<file path="config.mk">
export PLATFORM = sky130hd
export DESIGN_NAME = multi_alphabet_affine_cipher
export DESIGN_NICKNAME = d
export VERILOG_FILES = /design/src/maac_pkg.sv /design/src/maac_keys.sv /design/src/maac_xform.sv /design/src/multi_alphabet_affine_cipher.sv
export SDC_FILE = /design/constraint.sdc
export NUM_CORES = 1
export LEC_CHECK = 0
export ABC_AREA = 1
export ABC_CLOCK_PERIOD_IN_PS = 22000
export BUFFER_PORTS_ARGS = -buffer_cell sky130_fd_sc_hd__buf_2
export CORE_ASPECT_RATIO = 1.2
export CORE_MARGIN = 4
export CORE_UTILIZATION = 62
export DETAILED_ROUTE_END_ITERATION = 6
export PLACE_DENSITY = 0.81
export SLEW_MARGIN = 20
export SYNTH_ARGS = -nofsm -noshare
export SYNTH_HDL_FRONTEND = slang
export SYNTH_SLANG_ARGS = --single-unit
</file>
<file path="constraint.sdc">
create_clock -name clk -period 22 [get_ports clk]
set_input_delay 1.1 -clock clk [delete_from_list [all_inputs] [get_ports clk]]
set_output_delay 1.1 -clock clk [all_outputs]
set_load 0.02 [all_outputs]
</file>
<file path="src/maac_pkg.sv">
`timescale 1ns / 1ps
package maac_pkg;

	// input word and result word
	typedef struct packed {
		logic        cmd;
		logic [20:0] code_in;
	} in_word_t;

	typedef struct packed {
		logic [20:0] code_out;
		logic [2:0]  char_class;
		logic        no_inverse;
	} out_word_t;

	// commands
	localparam logic CMD_ENCRYPT = 1'b0;
	localparam logic CMD_DECRYPT = 1'b1;

	// register indexes on the configuration port
	localparam logic REG_KEY_MULT  = 1'b0;
	localparam logic REG_KEY_SHIFT = 1'b1;

	// character classes
	localparam logic [2:0] CLS_PASS    = 3'd0;
	localparam logic [2:0] CLS_CYR_UP  = 3'd1;
	localparam logic [2:0] CLS_CYR_LO  = 3'd2;
	localparam logic [2:0] CLS_LAT_UP  = 3'd3;
	localparam logic [2:0] CLS_LAT_LO  = 3'd4;
	localparam logic [2:0] CLS_DIGIT   = 3'd5;
	localparam logic [2:0] CLS_SYMBOL  = 3'd6;

	// alphabet sizes, one slot per distinct modulus
	typedef enum logic [1:0] {
		MOD32 = 2'd0,
		MOD26 = 2'd1,
		MOD10 = 2'd2,
		MOD33 = 2'd3
	} mod_id_t;

	localparam logic [5:0] M32 = 6'd32;
	localparam logic [5:0] M26 = 6'd26;
	localparam logic [5:0] M10 = 6'd10;
	localparam logic [5:0] M33 = 6'd33;

	// reduced keys and inverses for every modulus
	typedef struct packed {
		logic [3:0][5:0] a;
		logic [3:0][5:0] b;
		logic [3:0][5:0] inv;
	} key_set_t;

	// reciprocals for the exact quotient of a 16-bit value
	localparam int RECIP_SH = 22;
	localparam logic [19:0] R26 = 20'(((2 ** 22) + 25) / 26);
	localparam logic [19:0] R10 = 20'(((2 ** 22) + 9) / 10);
	localparam logic [19:0] R33 = 20'(((2 ** 22) + 32) / 33);

	function automatic logic [5:0] modulus(input mod_id_t id);
		logic [5:0] m;
		case (id)
			MOD32:   m = M32;
			MOD26:   m = M26;
			MOD10:   m = M10;
			MOD33:   m = M33;
			default: m = M32;
		endcase
		return m;
	endfunction

	// v mod m by reciprocal multiply, quotient is exact over 16 bits
	function automatic logic [5:0] mod_by(input logic [15:0] v, input mod_id_t id);
		logic [39:0] p;
		logic [15:0] q;
		logic [15:0] r;
		p = '0;
		case (id)
			MOD26:   p = 40'(v) * 40'(R26);
			MOD10:   p = 40'(v) * 40'(R10);
			MOD33:   p = 40'(v) * 40'(R33);
			default: p = '0;
		endcase
		q = p[RECIP_SH +: 16];
		case (id)
			MOD32:   r = {11'b0, v[4:0]};
			MOD26:   r = v - 16'(q * {10'b0, M26});
			MOD10:   r = v - 16'(q * {10'b0, M10});
			MOD33:   r = v - 16'(q * {10'b0, M33});
			default: r = '0;
		endcase
		return r[5:0];
	endfunction

	// inverse tables, zero where none exists; built at elaboration
	typedef logic [32:0][5:0] inv_tab_t;

	function automatic inv_tab_t build_inv(input int m);
		inv_tab_t t;
		int       p;
		int       a;
		int       x;
		t = '0;
		for (a = 0; a < 33; a++) begin
			p = 0;
			if (a < m) begin
				for (x = 1; x < m; x++) begin
					p = p + a;
					if (p >= m) p = p - m;
					if (p == 1 && t[a] == 6'd0) t[a] = 6'(x);
				end
			end
		end
		return t;
	endfunction

	localparam inv_tab_t INV32 = build_inv(32);
	localparam inv_tab_t INV26 = build_inv(26);
	localparam inv_tab_t INV10 = build_inv(10);
	localparam inv_tab_t INV33 = build_inv(33);

endpackage

</file>
<file path="src/maac_keys.sv">
`timescale 1ns / 1ps
module maac_keys (
	input  logic               clk,
	input  logic               arst_n,
	input  logic               cfg_we,
	input  logic               cfg_idx,
	input  logic [15:0]        cfg_wdata,
	output maac_pkg::key_set_t keys
);

	logic [3:0][5:0] a_q;
	logic [3:0][5:0] b_q;
	logic [3:0][5:0] red;

	// keys are stored already reduced per modulus
	always_comb begin
		red[maac_pkg::MOD32] = maac_pkg::mod_by(cfg_wdata, maac_pkg::MOD32);
		red[maac_pkg::MOD26] = maac_pkg::mod_by(cfg_wdata, maac_pkg::MOD26);
		red[maac_pkg::MOD10] = maac_pkg::mod_by(cfg_wdata, maac_pkg::MOD10);
		red[maac_pkg::MOD33] = maac_pkg::mod_by(cfg_wdata, maac_pkg::MOD33);
	end

	always_ff @(posedge clk or negedge arst_n) begin
		if (!arst_n) begin
			a_q <= {4{6'd1}};
			b_q <= '0;
		end else if (cfg_we) begin
			case (cfg_idx)
				maac_pkg::REG_KEY_MULT:  a_q <= red;
				maac_pkg::REG_KEY_SHIFT: b_q <= red;
				default: ;
			endcase
		end
	end

	always_comb begin
		keys.a   = a_q;
		keys.b   = b_q;
		keys.inv[maac_pkg::MOD32] = maac_pkg::INV32[a_q[maac_pkg::MOD32]];
		keys.inv[maac_pkg::MOD26] = maac_pkg::INV26[a_q[maac_pkg::MOD26]];
		keys.inv[maac_pkg::MOD10] = maac_pkg::INV10[a_q[maac_pkg::MOD10]];
		keys.inv[maac_pkg::MOD33] = maac_pkg::INV33[a_q[maac_pkg::MOD33]];
	end

endmodule

</file>
<file path="src/maac_xform.sv">
`timescale 1ns / 1ps
module maac_xform (
	input  maac_pkg::in_word_t  item,
	input  maac_pkg::key_set_t  keys,
	output maac_pkg::out_word_t result
);

	localparam logic [20:0] CYR_UP_LO = 21'h410;
	localparam logic [20:0] CYR_UP_HI = 21'h42F;
	localparam logic [20:0] CYR_LO_LO = 21'h430;
	localparam logic [20:0] CYR_LO_HI = 21'h44F;
	localparam logic [20:0] LAT_UP_LO = 21'h41;
	localparam logic [20:0] LAT_UP_HI = 21'h5A;
	localparam logic [20:0] LAT_LO_LO = 21'h61;
	localparam logic [20:0] LAT_LO_HI = 21'h7A;
	localparam logic [20:0] DIG_LO    = 21'h30;
	localparam logic [20:0] DIG_HI    = 21'h39;

	function automatic logic [6:0] sym_char(input logic [5:0] y);
		logic [6:0] c;
		if (y <= 6'd14)      c = 7'h21 + 7'(y);
		else if (y <= 6'd21) c = 7'h2B + 7'(y);
		else if (y <= 6'd27) c = 7'h45 + 7'(y);
		else                 c = 7'h5F + 7'(y);
		return c;
	endfunction

	logic [20:0]       c;
	logic [2:0]        cls;
	logic [20:0]       base;
	logic [5:0]        x;
	maac_pkg::mod_id_t id;
	logic [5:0]        m;
	logic [5:0]        a;
	logic [5:0]        b;
	logic [5:0]        inv;
	logic [5:0]        d;
	logic [10:0]       t;
	logic [5:0]        y;
	logic              no_inv;

	assign c = item.code_in;

	// classify and take the letter index
	always_comb begin
		cls  = maac_pkg::CLS_PASS;
		base = '0;
		x    = '0;
		id   = maac_pkg::MOD32;
		if (c >= CYR_UP_LO && c <= CYR_UP_HI) begin
			cls = maac_pkg::CLS_CYR_UP; base = CYR_UP_LO; id = maac_pkg::MOD32;
		end else if (c >= CYR_LO_LO && c <= CYR_LO_HI) begin
			cls = maac_pkg::CLS_CYR_LO; base = CYR_LO_LO; id = maac_pkg::MOD32;
		end else if (c >= LAT_UP_LO && c <= LAT_UP_HI) begin
			cls = maac_pkg::CLS_LAT_UP; base = LAT_UP_LO; id = maac_pkg::MOD26;
		end else if (c >= LAT_LO_LO && c <= LAT_LO_HI) begin
			cls = maac_pkg::CLS_LAT_LO; base = LAT_LO_LO; id = maac_pkg::MOD26;
		end else if (c >= DIG_LO && c <= DIG_HI) begin
			cls = maac_pkg::CLS_DIGIT; base = DIG_LO; id = maac_pkg::MOD10;
		end else if (c >= 21'h21 && c <= 21'h2F) begin
			cls = maac_pkg::CLS_SYMBOL; id = maac_pkg::MOD33; base = 21'h21;
		end else if (c >= 21'h3A && c <= 21'h40) begin
			cls = maac_pkg::CLS_SYMBOL; id = maac_pkg::MOD33; base = 21'h2B;
		end else if (c >= 21'h5B && c <= 21'h60) begin
			cls = maac_pkg::CLS_SYMBOL; id = maac_pkg::MOD33; base = 21'h45;
		end else if (c >= 21'h7B && c <= 21'h7F) begin
			cls = maac_pkg::CLS_SYMBOL; id = maac_pkg::MOD33; base = 21'h5F;
		end
		x = 6'(c - base);
	end

	// affine map on the index
	always_comb begin
		m   = maac_pkg::modulus(id);
		a   = keys.a[id];
		b   = keys.b[id];
		inv = keys.inv[id];
		d   = (x >= b) ? 6'(x - b) : 6'(x + m - b);
		if (item.cmd == maac_pkg::CMD_ENCRYPT) begin
			t = 11'({5'b0, a} * {5'b0, x}) + {5'b0, b};
		end else begin
			t = 11'({5'b0, inv} * {5'b0, d});
		end
		y      = maac_pkg::mod_by({5'b0, t}, id);
		no_inv = (cls != maac_pkg::CLS_PASS) && (item.cmd == maac_pkg::CMD_DECRYPT)
			&& (inv == 6'd0);
	end

	always_comb begin
		result.char_class = cls;
		result.no_inverse = no_inv;
		if (cls == maac_pkg::CLS_PASS || no_inv) begin
			result.code_out = c;
		end else if (cls == maac_pkg::CLS_SYMBOL) begin
			result.code_out = {14'b0, sym_char(y)};
		end else begin
			result.code_out = base + {15'b0, y};
		end
	end

endmodule

</file>
<file path="src/multi_alphabet_affine_cipher.sv">
`timescale 1ns / 1ps
// channel   valid         stall          word
// input     item_valid    item_stall     item   (cmd, code_in)
// result    result_valid  result_stall   result (code_out, char_class, no_inverse)
// config    cfg_we        -              cfg_idx, cfg_wdata
//
// two register stages: a word is taken into the input register, transformed by
// combinational logic and lands in the result register, from which it is offered,
// one word per cycle while result_stall is low
// the rate is set by the single pass through the classify / multiply / reduce logic
// reset loads key_mult = 1 and key_shift = 0 (identity map)
// result_stall holds the result register; the input register still fills behind it,
// so item_stall rises only when both stages hold a word and the result is stalled
module multi_alphabet_affine_cipher (
	input  logic                clk,
	input  logic                arst_n,
	// input words
	input  logic                item_valid,
	output logic                item_stall,
	input  maac_pkg::in_word_t  item,
	// result words
	output logic                result_valid,
	input  logic                result_stall,
	output maac_pkg::out_word_t result,
	// configuration writes
	input  logic                cfg_we,
	input  logic                cfg_idx,
	input  logic [15:0]         cfg_wdata
);

	maac_pkg::key_set_t  keys;
	maac_pkg::in_word_t  item_s1;
	logic                valid_s1;
	maac_pkg::out_word_t xform_out;
	maac_pkg::out_word_t result_s2;
	logic                valid_s2;
	logic                adv_s1;
	logic                adv_s2;

	// key registers, kept reduced per alphabet size
	maac_keys u_keys (
		.clk       (clk),
		.arst_n    (arst_n),
		.cfg_we    (cfg_we),
		.cfg_idx   (cfg_idx),
		.cfg_wdata (cfg_wdata),
		.keys      (keys)
	);

	// a stage moves when it is empty or the stage after it is draining
	assign adv_s2     = !valid_s2 || !result_stall;
	assign adv_s1     = !valid_s1 || adv_s2;
	assign item_stall = !adv_s1;

	// input register
	always_ff @(posedge clk or negedge arst_n) begin
		if (!arst_n) begin
			valid_s1 <= 1'b0;
		end else if (adv_s1) begin
			valid_s1 <= item_valid;
		end
	end

	always_ff @(posedge clk) begin
		if (adv_s1 && item_valid) begin
			item_s1 <= item;
		end
	end

	// per-character transform
	maac_xform u_xform (
		.item   (item_s1),
		.keys   (keys),
		.result (xform_out)
	);

	// result register
	always_ff @(posedge clk or negedge arst_n) begin
		if (!arst_n) begin
			valid_s2 <= 1'b0;
		end else if (adv_s2) begin
			valid_s2 <= valid_s1;
		end
	end

	always_ff @(posedge clk) begin
		if (adv_s2 && valid_s1) begin
			result_s2 <= xform_out;
		end
	end

	assign result_valid = valid_s2;
	assign result       = result_s2;

endmodule
</file>
# == Yosys cells after proc, flatten, opt, wreduce, memory -nomap -nowiden ==
# Memory sizes are Yosys's and may differ from the RTL's.
# Cells that the tools add are included.
# word_totals
register_bits,95
elab_cells,154
mem_count,4
inputBits,44
rom_bits,1344
# classes
n_addsub,16
mux,47
n_bitwise,1
multipliers,14
magnitude_cmp,27
eq_ne,4
n_reduce_logical,26
# memory_table
memory,words,width,read_ports,rd_ports_with_merged_regs,wr,line_no,source
(name not given),64,6,1,0,0,maac_keys.sv:40,keys.inv[maac_pkg::MOD26] = maac_pkg::INV26[a_q[maac_pkg::MOD26]];
(name not given),64,6,1,0,0,maac_keys.sv:41,keys.inv[maac_pkg::MOD10] = maac_pkg::INV10[a_q[maac_pkg::MOD10]];
(name not given),64,6,1,0,0,maac_keys.sv:42,keys.inv[maac_pkg::MOD33] = maac_pkg::INV33[a_q[maac_pkg::MOD33]];
(name not given),32,6,1,0,0,maac_keys.sv:39,keys.inv[maac_pkg::MOD32] = maac_pkg::INV32[a_q[maac_pkg::MOD32]];
# op_table
op,n
2-to-1 mux 21 bit,10
"less-or-equal comparator 21 x 7 -> 1 bit, second input constant",5
one-hot mux 30 bit (3 select lines),1
">= comparator 21 x 7 -> 1 bit, second input constant",4
">= comparator 21 x 6 -> 1 bit, second input constant",3
subtractor 6 bit,9
2-to-1 mux 6 bit,8
one-hot mux 6 bit (4 select lines),2
">= comparator 21 x 11 -> 1 bit, second input constant",2
"less-or-equal comparator 21 x 11 -> 1 bit, second input constant",2
"less-or-equal comparator 21 x 6 -> 1 bit, second input constant",2
binary-select mux 6 bit (select 2 bit),3
"multiplier 16 x 19 -> 35 bit, second input constant",1
"multiplier 16 x 17 -> 33 bit, second input constant",1
"multiplier 16 x 15 -> 31 bit, second input constant",1
"multiplier 11 x 19 -> 30 bit, second input constant",1
"multiplier 11 x 17 -> 28 bit, second input constant",1
2-to-1 mux 7 bit,4
2-to-1 mux 3 bit,9
"multiplier 11 x 15 -> 26 bit, second input constant",1
multiplier 6 x 6 -> 11 bit,2
adder 21 x 6 -> 21 bit,1
"< comparator 6 x 7 -> 1 bit, second input constant",3
2-to-1 mux 2 bit,9
other kinds (28),50

# == Logic depth before layout (Yosys ltp) ==
# logic_depth
ltp_word,29
mapped_depth,108

# == By module ==
# A second synthesis with hierarchy kept.
# hier_totals
cells_unflattened,3545
hier_area_um2,29210.5
# modules_own_cells
module,n_inst,seq_area_each_um2,cells_per_inst,area_per_inst_um2
maac_xform,1,0.0,1888,13865.8
maac_keys,1,1053.5,1598,13838.3
multi_alphabet_affine_cipher,1,1461.4,59,1506.4

# == Worst setup path before layout ==
# OpenSTA, ideal clock, no wires.
# synth_timing
path_type,register to register
start,register item_s1[18] (netlist bit)
end,"register result_s2 (netlist bit result[10]), data pin"
path_slack_ns,6.119
period_less_slack_ns,15.881
arrival_time_ns,15.626
path_stages_with_launch,87
path_cell_list,edfxtp_1 -> nor2_4 -> nand2_4 -> nor2_8 -> buf_6 -> nand3_1 -> clkinv_1 -> nand3_2 -> nand2_2 -> inv_2 -> nand3_1 -> ha_1 -> inv_1 -> fa_1 -> inv_1 -> fa_1 -> inv_1 -> ha_1 -> [51 not listed] -> nand3_1 -> nand3_2 -> nand2_4 -> a21oi_2 -> o21ai_2 -> inv_2 -> o22ai_2 -> fa_1 -> o31ai_1 -> inv_1 -> nor2_1 -> nor2_1 -> nor2_1 -> nor2_1 -> inv_1 -> nand2_2 -> nand3_2 -> a21oi_2
# synth_lines
element,line_no,source
from (decl),multi_alphabet_affine_cipher.sv:32,maac_pkg::in_word_t item_s1;
from (signal assigned),multi_alphabet_affine_cipher.sv:66,item_s1 <= item;
to (signal assigned),multi_alphabet_affine_cipher.sv:88,result_s2 <= xform_out;
to (decl),multi_alphabet_affine_cipher.sv:35,maac_pkg::out_word_t result_s2;

==> out/results.txt <==
Status = complete, no violations
Setup Skew = 8.226 ps
Fmax = 0.05702 GHz
First-pass GRT wire length = 120000 um
Placed wire-length estimate = 64340 um
Unrepaired setup endpoints after global routing = false
Setup crit start kind = register
FF/Latch Area = 2515 um^2
Hold EP = result[18]$_SDFFCE_PN0P_
CTS buffer count = 9
Reg-to-Reg End = result[10]$_DFFE_PP_
Synth cell types = 69
Row cnt = 84
Final Net Count = 4290
Starting density of the core = 63.13%
Avg Vias per Cell = 5.815
Post-synth ARST share = 48.35%
Fillers = 3593
ANT cells = 0
Width of the die = 201.3 um
HP Start = item_s1[14]$_DFFE_PP_
Worst-Skew Late Latency = 350 ps
Simple-Gate Fraction of Synth Area = 13.82%
Global route overflow = 0
Wire length on met2 = 37140 um
Largest family of logic cells by synthesized area = adder cells
Hold Crit Depth = 0
Non-Filler Instances = 3840
Top cells by area, synth = fa_1 (28%), ha_1 (26%), inv_1 (10%)
DIE HEIGHT = 240.0 um
Primary FF master, synth = edfxtp_1
Ys Warns = 0
Register area share after synthesis = 9.047%
Max_cap viols = 0
Compound-Gate Fraction of Synth Area = 8.750%
Slowest cell on the critical path = fa_1
DRC = 0
CP peak stage delay = 790 ps
CP Capture Type = register
Syn Nets = 4236
DRT Wirelength = 73960 um
Seq cells post-synth = 91
Post-CTS Setup Bufs = 0
Placed cells = 3824
Initial antenna violation count = 0
Sink Count = 91
Clk buf depth = 2
Worst min path class = reg2reg
GRT Total Usage = 30.96%
Critical Path Source = item_s1[19]$_DFFE_PP_
Final max-slew violation count = 0
Min Tclk post-route = 17540 ps
Worst endpoint required time = 22100 ps
Synth Area in XOR/XNOR = 3.272%
1st-pass router iterations = 6
Dominant cell type by area after synthesis = fa_1
Max_slew headroom = 35.19%
Area growth, synth to finish = 4.663%
Worst Path Max Fanout = 16
CTS root buf = clkbuf_16
R2R cell count = 93
M1 WL = 29130 um
EDFF count, synth = 47
Period utilisation layout = 79.71%
Clock H-tree levels = 3
Core area = 44040 um^2
Gate Count Post-Synth = 3222
Synth Area in Adders = 54.11%
R2r startpoint = item_s1[19]$_DFFE_PP_
Synthesized area = 27800 um^2
Worst path top cell family by delay = adder cells
Area of the multi-input gates = 22280 um^2
CP bufs+invs = 16
Die area = 48300 um^2
Worst hold slack = 488.3 ps
Crit path DAT = 17640 ps
Highest Signal Layer = met4
Clock transition at path regs = 70 ps
Hold buffers post-CTS = 0
Worst path most repeated cell = nor2_1
Finished Cell Area = 29100 um^2
CTS tree = built
ANT nets after route = 0
Post-CTS sizing = 0
Fraction of layout cells with a size suffix above 1 = 6.583%
Least-Margin Pin Slew = 972.2 ps
PortBufs = 70
Met3 wire len = 3875 um
Setup TNS = 0 ps
Routed vias = 22330
Vias in the first global route = 23860
I/O pins = 71
Mapped Avg Cell Area = 8.628 um^2
Routability cong. = 0.9763
R2R Setup Slk = 4460 ps
# setup viols final = 0
Mux contribution to synthesized area = 0.1935%
Synth top area share = 27.87%
DRC marker count from the first detailed-route iteration = 1533
Final hold violations = 0
Crit Path Class = reg2reg
Placed Area = 28770 um^2
Post-DR wirelength/cell = 19.26 um
Largest net degree at the start of global routing = 45
layout make-up:
class	count	area share [%]
Timing Repair Buffer	80	1.462
Sequential cell	91	8.644
Clock inverter	7	0.3397
Tap cell	559	2.404
Multi-Input combinational cell	2336	76.59
Inverter	758	9.788
Clock buffer	9	0.7741
layout by cell type (no fill, tap or decap), drive strengths merged, types with 3 or more instances in the layout:
cell type,Yosys,routed
xor2,54,54
ha,583,583
o21bai,12,12
a221oi,3,3
nand3b,11,11
a211oi,8,8
mux2,3,3
o211ai,11,11
fa,387,387
o2111ai,4,4
a31oi,15,15
nor4,7,7
nor2,217,217
o21a,6,6
nand3,118,118
o21ai,144,144
inv,757,759
nand4,32,32
or2,22,22
xnor2,49,49
a21o,15,15
o31ai,6,6
o221ai,8,8
clkbuf,31,9
o22ai,6,6
a21oi,164,164
buf,6,80
dfrtp,42,42
edfxtp,47,47
nor3,26,26
nand2,404,404
worst max-delay path by stage:
stage / end / slack, ps / cells past startpoint
6_report: result[10]$_DFFE_PP_ / 4460 / 93
2_1_floorplan: result[10]$_DFFE_PP_ / 6120 / 86
3_5_place_dp: result[10]$_DFFE_PP_ / 4660 / 93
4_1_cts: result[10]$_DFFE_PP_ / 4630 / 93
3_3_place_gp: result[10]$_DFFE_PP_ / 5060 / 93
5_1_grt: result[10]$_DFFE_PP_ / 3000 / 93
cells by family (layout without fill, tap and decap cells):
family                   Yosys count  count (layout)
AO/OA/AOI/OAI                    418             418
XOR/XNOR                         103             103
adder cells (fa/ha/maj)          970             970
buffers and inverters            795             854
flip-flops                        91              91
multiplexers                       5               5
AND/OR/NAND/NOR                  840             840
per-stage QoR:
| step | utilization (%) | setup WS (ps) |
|---|---|---|
| 3_5_place_dp | 65.33 | 4659 |
| 4_1_cts | 66.07 | 4634 |
| 2_1_floorplan | - | 6119 |
| 3_3_place_gp | 65.33 | 5056 |
| 5_1_grt | 66.07 | 3003 |
| 6_report | 66.07 | 4463 |
flip-flops by register name (all words and copies together) (netlist names):
register      flops
result           25
result_valid      1
item_s1          22
u_keys.keys      42
valid_s1          1
synthesized netlist by cell type, types with 6 or more instances:
| cell type | n |
|---|---|
| nor3_1 | 26 |
| fa_1 | 387 |
| xor2_1 | 54 |
| a21oi_1 | 160 |
| dfrtp_1 | 42 |
| clkbuf_1 | 30 |
| nor2_1 | 205 |
| o21bai_1 | 12 |
| a21o_1 | 15 |
| ha_1 | 583 |
| nand4_1 | 31 |
| nand2_2 | 22 |
| or2_2 | 19 |
| nand3_1 | 94 |
| nand2_1 | 377 |
| o21a_1 | 6 |
| a211oi_1 | 8 |
| nor4_1 | 7 |
| o211ai_1 | 10 |
| inv_1 | 742 |
| o221ai_1 | 8 |
| edfxtp_1 | 47 |
| a31oi_1 | 15 |
| nand3b_1 | 11 |
| inv_2 | 14 |
| nand3_2 | 24 |
| xnor2_1 | 48 |
| nor2_4 | 9 |
| o31ai_1 | 6 |
| o21ai_0 | 135 |
per-layer routing:
metal  global-route usage [%]  vias to the layer above
met4                    13.82                        0
met5                        0                        -
met1                    37.75                    10960
met3                    3.683                      220
li1                         -                    10400
met2                    55.57                      757
Power is not shown: default switching activity piles up to over one toggle a cycle in this logic, so the estimate is an artifact.
